$ cat src/hw/rtl/hec_pkg.sv
package hec_pkg;

  // grid and polynomial size
  localparam int ETA_POINTS = 8;
  localparam int POLY_TERMS = 4;
  localparam int LANES      = 2;

  // port field widths
  localparam int MOM_W    = 16;
  localparam int ETA_W    = 16;
  localparam int ENERGY_W = 24;

  // index widths
  localparam int ROW_W  = $clog2(ETA_POINTS);
  localparam int TERM_W = $clog2(POLY_TERMS);

  // clamped inputs
  localparam logic [MOM_W-1:0] MOM_MAX = MOM_W'(40960);
  localparam int ABS_W = 14;
  localparam logic [ABS_W-1:0] ETA_MAX = ABS_W'(10977);

  // eta weight: dx * recip (q30) rounded to nearest, q1.16
  localparam int DX_W      = 11;
  localparam int RECIP_W   = 20;
  localparam int WPROD_W   = DX_W + RECIP_W;
  localparam int WGT_SHIFT = 14;
  localparam int WGT_FRAC  = 16;
  localparam int WGT_W     = WGT_FRAC + 1;
  localparam logic [WPROD_W-1:0] WGT_HALF = WPROD_W'(1) << (WGT_SHIFT - 1);
  localparam logic [WGT_W-1:0]   WGT_ONE  = WGT_W'(1) << WGT_FRAC;

  // horner accumulator, q40 coefficients, product split in two halves
  localparam int ACC_W    = 48;
  localparam int SPLIT    = ACC_W / 2;
  localparam int MOM_FRAC = 10;
  localparam int PP_HI_W  = ACC_W - SPLIT + MOM_W + 1;
  localparam int PP_LO_W  = SPLIT + MOM_W;
  localparam int PROD_W   = ACC_W + MOM_W + 1;
  localparam logic signed [PROD_W-1:0] HORNER_HALF = PROD_W'(1) << (MOM_FRAC - 1);

  // row energy q8.16 and interpolation
  localparam int ROW_SHIFT = 24;
  localparam int ROW_E_W   = ACC_W - ROW_SHIFT;
  localparam int DIFF_W    = ROW_E_W + 1;
  localparam int IPROD_W   = DIFF_W + WGT_W + 1;
  localparam int SUM_W     = IPROD_W - WGT_FRAC + 1;
  localparam logic signed [ACC_W-1:0]   E_HALF      = ACC_W'(1) << (ROW_SHIFT - 1);
  localparam logic signed [IPROD_W-1:0] INTERP_HALF = IPROD_W'(1) << (WGT_FRAC - 1);
  localparam logic signed [SUM_W-1:0]   SAT_HI =
    SUM_W'((64'sd1 <<< (ENERGY_W - 1)) - 64'sd1);
  localparam logic signed [SUM_W-1:0]   SAT_LO = ~SAT_HI;

  // pipeline depth: front, two stages per horner step, back
  localparam int FRONT_STAGES = 3;
  localparam int BACK_STAGES  = 3;
  localparam int PIPE_DEPTH   = FRONT_STAGES + 2 * (POLY_TERMS - 1) + BACK_STAGES;

  // eta grid in q1.14
  localparam logic [ABS_W-1:0] ETA_GRID [ETA_POINTS] = '{
    ABS_W'(0), ABS_W'(1638), ABS_W'(3277), ABS_W'(4915),
    ABS_W'(6554), ABS_W'(8192), ABS_W'(9830), ABS_W'(10977)
  };

  // reciprocal grid spacings in q30
  localparam longint Q30 = 64'sd1073741824;
  localparam logic [RECIP_W-1:0] ETA_RECIP [ETA_POINTS-1] = '{
    RECIP_W'((Q30 + 64'sd1638 / 64'sd2) / 64'sd1638),
    RECIP_W'((Q30 + 64'sd1639 / 64'sd2) / 64'sd1639),
    RECIP_W'((Q30 + 64'sd1638 / 64'sd2) / 64'sd1638),
    RECIP_W'((Q30 + 64'sd1639 / 64'sd2) / 64'sd1639),
    RECIP_W'((Q30 + 64'sd1638 / 64'sd2) / 64'sd1638),
    RECIP_W'((Q30 + 64'sd1638 / 64'sd2) / 64'sd1638),
    RECIP_W'((Q30 + 64'sd1147 / 64'sd2) / 64'sd1147)
  };

  // coefficient rom, q40, 64-bit two's complement arithmetic as given
  localparam longint Q41 = 64'sd2199023255552;
  localparam longint D7  = 64'sd10000000;
  localparam longint D8  = 64'sd100000000;
  localparam longint D9  = 64'sd1000000000;
  localparam longint D10 = 64'sd10000000000;
  localparam longint ONE = 64'sd1;
  localparam longint TWO = 64'sd2;

  localparam logic signed [ACC_W-1:0] COEF_ROM [ETA_POINTS][POLY_TERMS] = '{
    '{ ACC_W'(((64'sd1305705 * Q41) / D7 + ONE) / TWO),
       ACC_W'(((64'sd3725653 * Q41) / D7 + ONE) / TWO),
       ACC_W'(-(((64'sd1219962 * Q41) / D8 + ONE) / TWO)),
       ACC_W'(((64'sd1806235 * Q41) / D10 + ONE) / TWO) },
    '{ ACC_W'(((64'sd1296153 * Q41) / D7 + ONE) / TWO),
       ACC_W'(((64'sd3827408 * Q41) / D7 + ONE) / TWO),
       ACC_W'(-(((64'sd1238640 * Q41) / D8 + ONE) / TWO)),
       ACC_W'(((64'sd1822804 * Q41) / D10 + ONE) / TWO) },
    '{ ACC_W'(((64'sd1337690 * Q41) / D7 + ONE) / TWO),
       ACC_W'(((64'sd3797454 * Q41) / D7 + ONE) / TWO),
       ACC_W'(-(((64'sd1245227 * Q41) / D8 + ONE) / TWO)),
       ACC_W'(((64'sd1848243 * Q41) / D10 + ONE) / TWO) },
    '{ ACC_W'(((64'sd1395796 * Q41) / D7 + ONE) / TWO),
       ACC_W'(((64'sd3623994 * Q41) / D7 + ONE) / TWO),
       ACC_W'(-(((64'sd9196803 * Q41) / D9 + ONE) / TWO)),
       ACC_W'(((64'sd1243278 * Q41) / D10 + ONE) / TWO) },
    '{ ACC_W'(((64'sd1457184 * Q41) / D7 + ONE) / TWO),
       ACC_W'(((64'sd3753655 * Q41) / D7 + ONE) / TWO),
       ACC_W'(-(((64'sd1035324 * Q41) / D8 + ONE) / TWO)),
       ACC_W'(((64'sd1473447 * Q41) / D10 + ONE) / TWO) },
    '{ ACC_W'(((64'sd1329164 * Q41) / D7 + ONE) / TWO),
       ACC_W'(((64'sd4219044 * Q41) / D7 + ONE) / TWO),
       ACC_W'(-(((64'sd1310515 * Q41) / D8 + ONE) / TWO)),
       ACC_W'(((64'sd1948883 * Q41) / D10 + ONE) / TWO) },
    '{ ACC_W'(((64'sd8136581 * Q41) / D8 + ONE) / TWO),
       ACC_W'(((64'sd4646087 * Q41) / D7 + ONE) / TWO),
       ACC_W'(-(((64'sd1531917 * Q41) / D8 + ONE) / TWO)),
       ACC_W'(((64'sd2274749 * Q41) / D10 + ONE) / TWO) },
    '{ ACC_W'(((64'sd1119836 * Q41) / D7 + ONE) / TWO),
       ACC_W'(((64'sd4262497 * Q41) / D7 + ONE) / TWO),
       ACC_W'(-(((64'sd1160125 * Q41) / D8 + ONE) / TWO)),
       ACC_W'(((64'sd1628738 * Q41) / D10 + ONE) / TWO) }
  };

  // item travelling through the horner steps, lane 0 lower row, lane 1 upper row
  typedef struct packed {
    logic [MOM_W-1:0]             mom;
    logic [ROW_W-1:0]             row;
    logic [WGT_W-1:0]             wgt;
    logic [LANES-1:0][ACC_W-1:0]  acc;
  } hec_item_t;

endpackage

$ cat src/hw/rtl/hec_interp.sv
module hec_interp import hec_pkg::*; (
  input  logic                       clk_i,
  input  logic                       rst_ni,
  input  logic                       valid_i,
  output logic                       ready_o,
  input  hec_item_t                  item_i,
  output logic                       valid_o,
  input  logic                       ready_i,
  output logic signed [ENERGY_W-1:0] energy_o
);

  logic rnd_ready, mul_ready, out_ready;
  logic rnd_valid_q, mul_valid_q, out_valid_q;

  logic signed [ACC_W-1:0]   acc_rnd [LANES];
  logic signed [ROW_E_W-1:0] e_d [LANES];
  logic signed [ROW_E_W-1:0] e_q [LANES];
  logic [WGT_W-1:0]          rnd_wgt_q;
  logic signed [DIFF_W-1:0]  diff;
  logic signed [IPROD_W-1:0] iprod_d, iprod_q;
  logic signed [ROW_E_W-1:0] base_q;
  logic signed [IPROD_W-1:0] iadj;
  logic signed [SUM_W-1:0]   esum;
  logic signed [ENERGY_W-1:0] energy_d, energy_q;

  assign out_ready = !out_valid_q || ready_i;
  assign mul_ready = !mul_valid_q || out_ready;
  assign rnd_ready = !rnd_valid_q || mul_ready;
  assign ready_o   = rnd_ready;

  // row energies rounded from q40 to q8.16
  always_comb begin
    for (int l = 0; l < LANES; l++) begin
      acc_rnd[l] = $signed(item_i.acc[l]) + E_HALF;
      e_d[l]     = acc_rnd[l][ACC_W-1:ROW_SHIFT];
    end
  end

  // difference of the two rows times the eta weight
  always_comb begin
    diff    = DIFF_W'(e_q[1]) - DIFF_W'(e_q[0]);
    iprod_d = IPROD_W'(diff) * IPROD_W'($signed({1'b0, rnd_wgt_q}));
  end

  // round, add the lower row, saturate
  always_comb begin
    iadj = (iprod_q + INTERP_HALF) >>> WGT_FRAC;
    esum = SUM_W'(iadj) + SUM_W'(base_q);
    if (esum > SAT_HI) begin
      energy_d = ENERGY_W'(SAT_HI);
    end else if (esum < SAT_LO) begin
      energy_d = ENERGY_W'(SAT_LO);
    end else begin
      energy_d = ENERGY_W'(esum);
    end
  end

  // valid bits
  always_ff @(posedge clk_i or negedge rst_ni) begin
    if (!rst_ni) begin
      rnd_valid_q <= 1'b0;
      mul_valid_q <= 1'b0;
      out_valid_q <= 1'b0;
    end else begin
      if (rnd_ready) rnd_valid_q <= valid_i;
      if (mul_ready) mul_valid_q <= rnd_valid_q;
      if (out_ready) out_valid_q <= mul_valid_q;
    end
  end

  // payload
  always_ff @(posedge clk_i) begin
    if (valid_i && rnd_ready) begin
      for (int l = 0; l < LANES; l++) begin
        e_q[l] <= e_d[l];
      end
      rnd_wgt_q <= item_i.wgt;
    end
    if (rnd_valid_q && mul_ready) begin
      iprod_q <= iprod_d;
      base_q  <= e_q[0];
    end
    if (mul_valid_q && out_ready) begin
      energy_q <= energy_d;
    end
  end

  assign valid_o  = out_valid_q;
  assign energy_o = energy_q;

endmodule

$ cat config.mk
export PLATFORM = sky130hd
export DESIGN_NAME = hec_interp
export DESIGN_NICKNAME = d
export VERILOG_FILES = /design/src/hw/rtl/hec_pkg.sv /design/src/hw/rtl/hec_interp.sv
export SDC_FILE = /design/constraint.sdc
export NUM_CORES = 1
export LEC_CHECK = 0
export BUFFER_PORTS_ARGS = -buffer_cell sky130_fd_sc_hd__buf_2
export CAP_MARGIN = 20
export CORE_MARGIN = 4
export CORE_UTILIZATION = 60
export CTS_CLUSTER_DIAMETER = 60
export DETAILED_ROUTE_END_ITERATION = 16
export GPL_ROUTABILITY_DRIVEN = 0
export GPL_TIMING_DRIVEN = 1
export PLACE_DENSITY = 0.82
export SLEW_MARGIN = 10
export SYNTH_ARGS = -nofsm -noshare
export SYNTH_HDL_FRONTEND = slang
export SYNTH_SLANG_ARGS = --single-unit
$ cat constraint.sdc
create_clock -name clk_i -period 26.3 [get_ports clk_i]
set_clock_uncertainty 0.15 [all_clocks]
set_input_delay 3.945 -clock clk_i [delete_from_list [all_inputs] [get_ports clk_i]]
set_output_delay 3.945 -clock clk_i [all_outputs]
set_load 0.03 [all_outputs]
==> impl_results.md <==
* Netlist cell types at 69
* Kind of critical path: reg2reg
* CP endpoint kind: flop
* Async SR Flop Fraction at 2.08%
* Core Region at 37800 um^2
* CP peak stage delay at 0.85 ns
* Final WL at 55.9 mm
* DRC at 0
* Hold Fails Final Rpt at 0
* Area taken by multi-input logic gates at 16500 um^2
* Drt via density at 5.70
* Max Clk Rate at 99.3 MHz
* Status: completed
* IO Pins at 162
* Clock Path Buffers at 2
* Fin nets at 3150
* Top FF cell, synth: edfxtp_1
* Hold Path Origin: e_q[0][21]
* Crit Path Max Fanout at 17
* Row cnt at 71
* Number of synthesized register bits at 144
* Fill cells at 2770
* Post-synthesis instance total at 2367
* Mapped cell area at 23100 um^2
* Initial core utilization at 61.1%
* Post-synth EDFFs at 141
* H-tree levels at 4
* Hold_buf cts at 0
* Setup crit start kind: flop
* Vias in the first global route at 18.6k
* Hpwl dp at 41.5 mm
* TritonRoute pass-1 iters at 6
* Global-route wire length before repair at 91.3 mm
* CP arrival at 10.15 ns
* Die extent in x at 204 um
* Buffer count from post-CTS setup fixing at 0
* Crit-path most repeated cell: fa_1
* Total number of vias at 16.9k
* Port bufs at 96
* Post-Synthesis Net Count at 3074
* Clk sink count at 144
* Post-CTS sizing at 0
* Worst hold path class: reg2reg
* Slew @ Worst Pin at 1.20 ns
* Min cycle time layout at 10.07 ns
* Crit share post-route at 38.3%
* Skew-Pair Late Insertion Delay at 0.44 ns
* Root buffer cell: clkbuf_16
* CTS tree: done
* DIE AREA at 41600 um^2
* Seq/Total Area, Yosys at 18.7%
* Max-slew violations at 0
* Avg Inst Size Synth at 9.75 um^2
* Total track usage at 27.7%
* Global route overflow at 0
* Slew HR at 19.9%
* Setup TNS Final at 0 ns
* Critical path's slowest cell: nor2b_2
* Critical Path RT at 26.39 ns
* Antenna diodes at 0
* Die H at 204 um
* Area Overhead vs Synth at 8.08%
* Final setup viols at 0
* Num CTS Buffers at 17
* Max-Cap Viols at 0
* Clock transition at path regs at 0.07 ns
* YS warnings at 0
* R2r startpoint: e_q[0][0]
* Largest net degree at the start of global routing at 66
* RSZ-0062 raised after global routing: false
* Initial DRC count at 1420
* Fraction of layout cells with a size suffix above 1 at 8.51%
* Initial antenna violation count at 1
* Register area at 4310 um^2
* Crit. Startpoint: e_q[0][0]
* Antenna viol nets, final at 0
* Wire per inst at 18.8 um
==> through the flow <==
step | utilization, % | std cells | setup slack, ns | instance area, um^2 | hold slack [ns]
floorplan | - | 2367 | 17.84 | 23100 | 0.276
global placement | 63.9 | 2924 | 16.84 | 24100 | 0.291
detailed placement | 63.9 | 2924 | 16.49 | 24100 | 0.288
CTS | 65.5 | 2956 | 16.40 | 24700 | 0.306
global route | 66.0 | 2967 | 15.89 | 24900 | 0.319
finish | 66.0 | 2967 | 16.23 | 24900 | 0.308
==> worst max-delay path: cells and delay by family, from the launching register on <==
| family | cells | cell delay [ns] |
|---|---|---|
| adders and majority gates | 9 | 4.24 |
| AOI/OAI and AO/OA | 11 | 2.73 |
| and+or+nand+nor | 8 | 1.84 |
| DFF | 1 | 0.44 |
| xor gates and xnor gates | 1 | 0.27 |
| buffers and inverters | 3 | 0.17 |
==> worst paths after layout <==
path,to,slack [ns],depth (start not counted)
max in group asynchronous,mul_valid_q,22.76,1
min in group asynchronous,valid_o,3.13,1
worst max register to register,iprod_q[42],16.23,32
worst max-delay path,iprod_q[42],16.23,32
worst min-delay path,base_q[21],0.31,0
worst min register to register,base_q[21],0.31,0
==> metal layers <==
layer / share of wire [%] / global-route usage [%] / wire length (um) / up-vias
li1: - / - / - / 7391
met1: 37 / 34.3 / 20700 / 8508
met2: 51 / 48.9 / 28700 / 847
met3: 8.3 / 4.73 / 4630 / 160
met4: 3.4 / 10.9 / 1920 / 0
met5: 0 / 0 / 0 / -
==> area by class of cell <==
class                      count  area share (%)
sequential                   144            17.3
tap                          511            2.56
timing repair buffer         130            3.43
inverter                     529            7.96
clock buffer                  19            1.74
clock inverter                13           0.698
multi-input combinational   1621            66.3
==> layout by cell type (no fill, tap or decap), types with 38 or more instances in the layout <==
cell,instances
ha_1,155
xnor2_1,93
inv_1,529
nand2_1,293
fa_1,416
xor2_1,40
and2_1,169
a21oi_1,48
edfxtp_1,141
nand3_1,51
nor2_1,63
nor2b_1,38
buf_2,96
==> cell families after synthesis <==
kind of cell    share of synthesized area, %
xor+xnor                                5.54
buf+inv                                 9.96
compound gates                          5.80
flops                                   18.7
fa+ha+maj                               44.5
simple gates                            15.5
==> registers in the layout (all words and copies together), names as in the netlist <==
register / flops
mul_valid_q: 1
valid_o: 1
energy_o: 24
base_q: 24
rnd_valid_q: 1
e_q: 48
rnd_wgt_q: 17
iprod_q: 28
==> synthesized netlist by cell type (28+ instances only) <==
master	number	area [um^2]
nand2_1	293	1100
xor2_1	43	377
xnor2_1	98	858
clkbuf_1	62	233
ha_1	155	1940
inv_1	529	1990
nand3_1	51	255
nor2_1	64	240
fa_1	416	8330
and2_1	171	1070
a21oi_1	48	240
a21o_1	28	210
edfxtp_1	141	4230
nor2b_1	39	244
Power is left out: the tool's default activity adds up to more than one toggle a clock period on the data nets, which glitch-free logic cannot reach.
