===== src/hw/rtl/hec_pkg.sv =====
package hec_pkg;

  // grid and polynomial size
  localparam int ETA_POINTS = 8;
  localparam int POLY_TERMS = 4;
  localparam int LANES      = 2;

  // port field widths
  localparam int MOM_W    = 16;
  localparam int ETA_W    = 16;
  localparam int ENERGY_W = 24;

  // index widths
  localparam int ROW_W  = $clog2(ETA_POINTS);
  localparam int TERM_W = $clog2(POLY_TERMS);

  // clamped inputs
  localparam logic [MOM_W-1:0] MOM_MAX = MOM_W'(40960);
  localparam int ABS_W = 14;
  localparam logic [ABS_W-1:0] ETA_MAX = ABS_W'(10977);

  // eta weight: dx * recip (q30) rounded to nearest, q1.16
  localparam int DX_W      = 11;
  localparam int RECIP_W   = 20;
  localparam int WPROD_W   = DX_W + RECIP_W;
  localparam int WGT_SHIFT = 14;
  localparam int WGT_FRAC  = 16;
  localparam int WGT_W     = WGT_FRAC + 1;
  localparam logic [WPROD_W-1:0] WGT_HALF = WPROD_W'(1) << (WGT_SHIFT - 1);
  localparam logic [WGT_W-1:0]   WGT_ONE  = WGT_W'(1) << WGT_FRAC;

  // horner accumulator, q40 coefficients, product split in two halves
  localparam int ACC_W    = 48;
  localparam int SPLIT    = ACC_W / 2;
  localparam int MOM_FRAC = 10;
  localparam int PP_HI_W  = ACC_W - SPLIT + MOM_W + 1;
  localparam int PP_LO_W  = SPLIT + MOM_W;
  localparam int PROD_W   = ACC_W + MOM_W + 1;
  localparam logic signed [PROD_W-1:0] HORNER_HALF = PROD_W'(1) << (MOM_FRAC - 1);

  // row energy q8.16 and interpolation
  localparam int ROW_SHIFT = 24;
  localparam int ROW_E_W   = ACC_W - ROW_SHIFT;
  localparam int DIFF_W    = ROW_E_W + 1;
  localparam int IPROD_W   = DIFF_W + WGT_W + 1;
  localparam int SUM_W     = IPROD_W - WGT_FRAC + 1;
  localparam logic signed [ACC_W-1:0]   E_HALF      = ACC_W'(1) << (ROW_SHIFT - 1);
  localparam logic signed [IPROD_W-1:0] INTERP_HALF = IPROD_W'(1) << (WGT_FRAC - 1);
  localparam logic signed [SUM_W-1:0]   SAT_HI =
    SUM_W'((64'sd1 <<< (ENERGY_W - 1)) - 64'sd1);
  localparam logic signed [SUM_W-1:0]   SAT_LO = ~SAT_HI;

  // pipeline depth: front, two stages per horner step, back
  localparam int FRONT_STAGES = 3;
  localparam int BACK_STAGES  = 3;
  localparam int PIPE_DEPTH   = FRONT_STAGES + 2 * (POLY_TERMS - 1) + BACK_STAGES;

  // eta grid in q1.14
  localparam logic [ABS_W-1:0] ETA_GRID [ETA_POINTS] = '{
    ABS_W'(0), ABS_W'(1638), ABS_W'(3277), ABS_W'(4915),
    ABS_W'(6554), ABS_W'(8192), ABS_W'(9830), ABS_W'(10977)
  };

  // reciprocal grid spacings in q30
  localparam longint Q30 = 64'sd1073741824;
  localparam logic [RECIP_W-1:0] ETA_RECIP [ETA_POINTS-1] = '{
    RECIP_W'((Q30 + 64'sd1638 / 64'sd2) / 64'sd1638),
    RECIP_W'((Q30 + 64'sd1639 / 64'sd2) / 64'sd1639),
    RECIP_W'((Q30 + 64'sd1638 / 64'sd2) / 64'sd1638),
    RECIP_W'((Q30 + 64'sd1639 / 64'sd2) / 64'sd1639),
    RECIP_W'((Q30 + 64'sd1638 / 64'sd2) / 64'sd1638),
    RECIP_W'((Q30 + 64'sd1638 / 64'sd2) / 64'sd1638),
    RECIP_W'((Q30 + 64'sd1147 / 64'sd2) / 64'sd1147)
  };

  // coefficient rom, q40, 64-bit two's complement arithmetic as given
  localparam longint Q41 = 64'sd2199023255552;
  localparam longint D7  = 64'sd10000000;
  localparam longint D8  = 64'sd100000000;
  localparam longint D9  = 64'sd1000000000;
  localparam longint D10 = 64'sd10000000000;
  localparam longint ONE = 64'sd1;
  localparam longint TWO = 64'sd2;

  localparam logic signed [ACC_W-1:0] COEF_ROM [ETA_POINTS][POLY_TERMS] = '{
    '{ ACC_W'(((64'sd1305705 * Q41) / D7 + ONE) / TWO),
       ACC_W'(((64'sd3725653 * Q41) / D7 + ONE) / TWO),
       ACC_W'(-(((64'sd1219962 * Q41) / D8 + ONE) / TWO)),
       ACC_W'(((64'sd1806235 * Q41) / D10 + ONE) / TWO) },
    '{ ACC_W'(((64'sd1296153 * Q41) / D7 + ONE) / TWO),
       ACC_W'(((64'sd3827408 * Q41) / D7 + ONE) / TWO),
       ACC_W'(-(((64'sd1238640 * Q41) / D8 + ONE) / TWO)),
       ACC_W'(((64'sd1822804 * Q41) / D10 + ONE) / TWO) },
    '{ ACC_W'(((64'sd1337690 * Q41) / D7 + ONE) / TWO),
       ACC_W'(((64'sd3797454 * Q41) / D7 + ONE) / TWO),
       ACC_W'(-(((64'sd1245227 * Q41) / D8 + ONE) / TWO)),
       ACC_W'(((64'sd1848243 * Q41) / D10 + ONE) / TWO) },
    '{ ACC_W'(((64'sd1395796 * Q41) / D7 + ONE) / TWO),
       ACC_W'(((64'sd3623994 * Q41) / D7 + ONE) / TWO),
       ACC_W'(-(((64'sd9196803 * Q41) / D9 + ONE) / TWO)),
       ACC_W'(((64'sd1243278 * Q41) / D10 + ONE) / TWO) },
    '{ ACC_W'(((64'sd1457184 * Q41) / D7 + ONE) / TWO),
       ACC_W'(((64'sd3753655 * Q41) / D7 + ONE) / TWO),
       ACC_W'(-(((64'sd1035324 * Q41) / D8 + ONE) / TWO)),
       ACC_W'(((64'sd1473447 * Q41) / D10 + ONE) / TWO) },
    '{ ACC_W'(((64'sd1329164 * Q41) / D7 + ONE) / TWO),
       ACC_W'(((64'sd4219044 * Q41) / D7 + ONE) / TWO),
       ACC_W'(-(((64'sd1310515 * Q41) / D8 + ONE) / TWO)),
       ACC_W'(((64'sd1948883 * Q41) / D10 + ONE) / TWO) },
    '{ ACC_W'(((64'sd8136581 * Q41) / D8 + ONE) / TWO),
       ACC_W'(((64'sd4646087 * Q41) / D7 + ONE) / TWO),
       ACC_W'(-(((64'sd1531917 * Q41) / D8 + ONE) / TWO)),
       ACC_W'(((64'sd2274749 * Q41) / D10 + ONE) / TWO) },
    '{ ACC_W'(((64'sd1119836 * Q41) / D7 + ONE) / TWO),
       ACC_W'(((64'sd4262497 * Q41) / D7 + ONE) / TWO),
       ACC_W'(-(((64'sd1160125 * Q41) / D8 + ONE) / TWO)),
       ACC_W'(((64'sd1628738 * Q41) / D10 + ONE) / TWO) }
  };

  // item travelling through the horner steps, lane 0 lower row, lane 1 upper row
  typedef struct packed {
    logic [MOM_W-1:0]             mom;
    logic [ROW_W-1:0]             row;
    logic [WGT_W-1:0]             wgt;
    logic [LANES-1:0][ACC_W-1:0]  acc;
  } hec_item_t;

endpackage


===== src/hw/rtl/hec_horner_step.sv =====
module hec_horner_step import hec_pkg::*; (
  input  logic              clk_i,
  input  logic              rst_ni,
  input  logic [TERM_W-1:0] term_i,
  input  logic              valid_i,
  output logic              ready_o,
  input  hec_item_t         item_i,
  output logic              valid_o,
  input  logic              ready_i,
  output hec_item_t         item_o
);

  logic mul_ready, add_ready;
  logic mul_valid_q, add_valid_q;

  logic [MOM_W-1:0]          mul_mom_q;
  logic [ROW_W-1:0]          mul_row_q;
  logic [WGT_W-1:0]          mul_wgt_q;
  logic signed [PP_HI_W-1:0] pp_hi_d [LANES];
  logic signed [PP_HI_W-1:0] pp_hi_q [LANES];
  logic [PP_LO_W-1:0]        pp_lo_d [LANES];
  logic [PP_LO_W-1:0]        pp_lo_q [LANES];
  logic signed [PROD_W-1:0]  prod_full [LANES];
  logic signed [PROD_W-1:0]  prod_rnd [LANES];
  logic [ROW_W-1:0]          coef_row [LANES];
  hec_item_t                 add_item_d, add_item_q;

  assign add_ready = !add_valid_q || ready_i;
  assign mul_ready = !mul_valid_q || add_ready;
  assign ready_o   = mul_ready;

  // multiply stage: acc * p as signed upper half and unsigned lower half
  always_comb begin
    for (int l = 0; l < LANES; l++) begin
      pp_hi_d[l] = PP_HI_W'($signed(item_i.acc[l][ACC_W-1:SPLIT]))
                 * PP_HI_W'($signed({1'b0, item_i.mom}));
      pp_lo_d[l] = PP_LO_W'(item_i.acc[l][SPLIT-1:0]) * PP_LO_W'(item_i.mom);
    end
  end

  // add stage: join halves, round off the momentum fraction, add coefficient
  always_comb begin
    add_item_d.mom = mul_mom_q;
    add_item_d.row = mul_row_q;
    add_item_d.wgt = mul_wgt_q;
    for (int l = 0; l < LANES; l++) begin
      prod_full[l] = (PROD_W'(pp_hi_q[l]) <<< SPLIT) + $signed(PROD_W'(pp_lo_q[l]));
      prod_rnd[l]  = (prod_full[l] + HORNER_HALF) >>> MOM_FRAC;
      coef_row[l]  = mul_row_q + ROW_W'(l);
      add_item_d.acc[l] = ACC_W'(prod_rnd[l]) + COEF_ROM[coef_row[l]][term_i];
    end
  end

  // valid bits
  always_ff @(posedge clk_i or negedge rst_ni) begin
    if (!rst_ni) begin
      mul_valid_q <= 1'b0;
      add_valid_q <= 1'b0;
    end else begin
      if (mul_ready) mul_valid_q <= valid_i;
      if (add_ready) add_valid_q <= mul_valid_q;
    end
  end

  // payload
  always_ff @(posedge clk_i) begin
    if (valid_i && mul_ready) begin
      mul_mom_q <= item_i.mom;
      mul_row_q <= item_i.row;
      mul_wgt_q <= item_i.wgt;
      for (int l = 0; l < LANES; l++) begin
        pp_hi_q[l] <= pp_hi_d[l];
        pp_lo_q[l] <= pp_lo_d[l];
      end
    end
    if (mul_valid_q && add_ready) begin
      add_item_q <= add_item_d;
    end
  end

  assign valid_o = add_valid_q;
  assign item_o  = add_item_q;

endmodule


===== config.mk =====
export PLATFORM = sky130hd
export DESIGN_NAME = hec_horner_step
export DESIGN_NICKNAME = d
export VERILOG_FILES = /design/src/hw/rtl/hec_pkg.sv /design/src/hw/rtl/hec_horner_step.sv
export SDC_FILE = /design/constraint.sdc
export NUM_CORES = 2
export LEC_CHECK = 0
export ABC_AREA = 1
export BUFFER_PORTS_ARGS = -buffer_cell sky130_fd_sc_hd__buf_2
export CAP_MARGIN = 20
export CORE_AREA = 3 3 313 546
export CTS_BUF_LIST = sky130_fd_sc_hd__clkbuf_2
export CTS_CLUSTER_DIAMETER = 50
export CTS_CLUSTER_SIZE = 12
export DETAILED_ROUTE_END_ITERATION = 16
export DIE_AREA = 0 0 316 549
export PLACE_DENSITY = 0.72
export SLEW_MARGIN = 20
export SYNTH_ARGS = -nofsm -noshare
export SYNTH_HDL_FRONTEND = slang
export SYNTH_SLANG_ARGS = --single-unit

===== constraint.sdc =====
create_clock -name clk_i -period 20.5 [get_ports clk_i]
set_input_delay 1.025 -clock clk_i [delete_from_list [all_inputs] [get_ports clk_i]]
set_output_delay 1.025 -clock clk_i [all_outputs]
set_load 0.005 [all_outputs]

==> flow_summary_export.csv <==
group,metric,value,unit
timing,fin_skew,0.177,ns
place,gp_congestion,1.01,
setup_path,r2r-start,"mul_row_q[2]$_DFFE_PP_",
final_layout,final_common_cell,"nand2_1",
final_layout,fin_nets,12083,
final_layout,layout_common_cells,"2833 x nand2_1, 2622 x inv_1, 1252 x fa_1, 649 x nor2_1, 533 x ha_1",
timing,fmax,148,MHz
timing,tightest_slew,1.19,ns
place,placed_area,77700,um2
global_routing,overflow,0,
clock_network,tritoncts,"yes",
drt,first_iter_violations,4940,
clock_network,postCtsSetupBuffers,0,
logic_synthesis,netlist_instances,10184,
setup_path,crit_fanout,71,
min_path,hold_start,"item_i[131]",
setup_path,slowest_stage,"buf_4",
floorplanning,initial_core_util,44.9,%
timing,finalCriticalPeriod,6.76,ns
min_path,min_path_type,"input port to flop",
clock_network,clk_pin_slew,0.24,ns
logic_synthesis,ys_seq_elements,300,
clock_network,cts_buffer_depth,3,
place,hpwl,208000,um
logic_synthesis,synth_top_flop_cell,"edfxtp_1",
setup_path,critPathRequiredTime,21.52,ns
drt,ant_nets,0,
clock_network,cts_buffers,40,
timing,max_slew_margin,20.6,%
final_layout,fin_cells,12398,
drt,post-route-drc-count,0,
timing,hold_viol,0,
setup_path,start_kind,"input port",
timing,fin_crit_sh,33.0,%
drt,wl_per_cell,20.6,um
setup_path,critical_path.max_stage_delay,0.85,ns
global_routing,antenna_found_initial,28,
timing,setup_viol,0,
logic_synthesis,ys_warn_count,0,
place,dp_cells,12294,
setup_path,startpoint,"item_i[118]",
timing,maxSlewViolCount,0,
final_layout,multi_input_area,54400,um2
setup_path,endpoint_kind,"flop",
logic_synthesis,yosysSeqAreaShare,12.0,%
floorplanning,rows,198,
logic_synthesis,syn_area_per_cell,7.34,um2
final_layout,final_area,78400,um2
clock_network,htree_num_levels,2,
clock_network,clk_latency,1.24,ns
floorplanning,die_h,549,um
clock_network,clock_sinks,300,
floorplanning,num_io_pins,272,
timing,setup_tns,0,ns
drt,vias,66174,
global_routing,grt_max_degree,73,
clock_network,clockRootBuffer,"clkbuf_2",
final_layout,regArea,9000,um2
logic_synthesis,synth_edf_count,298,
drt,wl,255000,um
global_routing,grt_pass1_wl,394000,um
final_layout,final_core_util,47.0,%
global_routing,grt_pass1_vias,71417,
timing,rsz0062_at_grt,"false",
floorplanning,die_w,316,um
run,drv_cap,0,
setup_path,crit_chain,"buf_4, buf_4, nand2_1, fa_1, inv_1, fa_1, inv_1, fa_1, inv_1, fa_1, inv_1, fa_1, inv_1, fa_1, ha_1, nand2_1, inv_1, nand3_1, nor3_1, nand2_1, o211ai_1, xor2_1",
drt,drt_pass1_iterations,8,
logic_synthesis,synth_nets,12107,
floorplanning,die-area,173000,um2
setup_path,crit_type,"input port to flop",
drt,via_per_inst,5.34,
setup_path,worstPathArrival,7.78,ns
logic_synthesis,netlist_area,74800,um2
floorplanning,core,167000,um2
final_layout,drive_above_1_share,4.07,%
logic_synthesis,synth.distinct_cells,60,
final_layout,area_delta_synth_final,4.87,%
global_routing,grt.total_usage,29.6,%
run_status,outcome,"finished clean",
logic_synthesis,synthArstFlopShare,0.667,%
place,numPortBuffers,271,
final_layout,fillers,16657,
metrics by stage:
| step | setup WS, ns | hold slack (ns) |
|---|---|---|
| 2_1_floorplan | 12.42 | 0.400 |
| 3_5_place_dp | 12.44 | 0.405 |
| 3_3_place_gp | 12.36 | 0.400 |
| 4_1_cts | 13.96 | 0.0226 |
| 6_report | 13.74 | 0.193 |
| 5_1_grt | 13.64 | 0.0759 |
cells in the mapped netlist (74+ instances only):
master / count / share of area, %
nand4_1: 90 / 0.75
xor2_1: 149 / 1.7
ha_1: 533 / 8.9
clkbuf_1: 328 / 1.6
a21oi_1: 398 / 2.7
o21ai_0: 254 / 1.7
nor2_1: 649 / 3.3
nand2_1: 2833 / 14
edfxtp_1: 298 / 12
fa_1: 1252 / 34
inv_1: 2623 / 13
nand3_1: 286 / 1.9
xnor2_1: 74 / 0.87
final cells by class:
cell class	count	share of cell area (%)
Clock inverter	18	0.286
Tap cell	2200	3.51
Inverter	2628	12.6
Antenna cell	13	0.0415
Clock buffer	49	0.313
Sequential cell	300	11.5
Multi-Input combinational cell	6866	69.4
Timing Repair Buffer	324	2.36
path summary, 6_finish.rpt:
path                                             to  slack [ns]  depth (start not counted)
max                        pp_hi_q[0][67]$_DFFE_PP_       13.74                         22
min                         mul_mom_q[15]$_DFFE_PP_        0.19                          1
max reg2reg                    item_o[78]$_DFFE_PP_       14.53                         24
min reg2reg                   item_o[102]$_DFFE_PP_        0.29                          0
max in group asynchronous   mul_valid_q$_DFFE_PN0N_       19.72                          3
min in group asynchronous       valid_o$_DFFE_PN0P_        0.63                          3
registers in the layout (all words and copies together), names as in the netlist:
register     count
pp_hi_q         68
mul_row_q        3
item_o         132
valid_o          1
mul_valid_q      1
mul_wgt_q       17
pp_lo_q         62
mul_mom_q       16
timing repair:
item | in CTS | in global routing
resized for setup | 0 | 0
hold buffers | 24 | 0
endpoints found under the hold margin | 24 | 0
endpoints found under the setup margin | 0 | 0
per-layer routing:
layer  routed length [um]  GRT usage (%)
met1                89400           32.5
met2               130000           53.4
met3                17800           4.60
met4                18100           17.5
met5                   94              0
worst max-delay path: cells and delay by family:
family / cells / cell delay, ns
AOI/OAI and AO/OA: 1 / 0.46
xor gates and xnor gates: 1 / 0.18
adders and majority gates: 7 / 3.40
buffers and inverters: 8 / 1.54
and+or+nand+nor: 5 / 1.13
cell families after synthesis:
| family | after synthesis | share of synthesized area (%) |
|---|---|---|
| fa+ha+maj | 1785 | 42.4 |
| buf+inv | 3018 | 15.2 |
| flops | 300 | 12.0 |
| simple gates | 4006 | 21.4 |
| compound gates | 852 | 6.37 |
| xor+xnor | 223 | 2.61 |
Power is left out: the tool's default activity adds up to more than one toggle a clock period on the data nets, which glitch-free logic cannot reach.
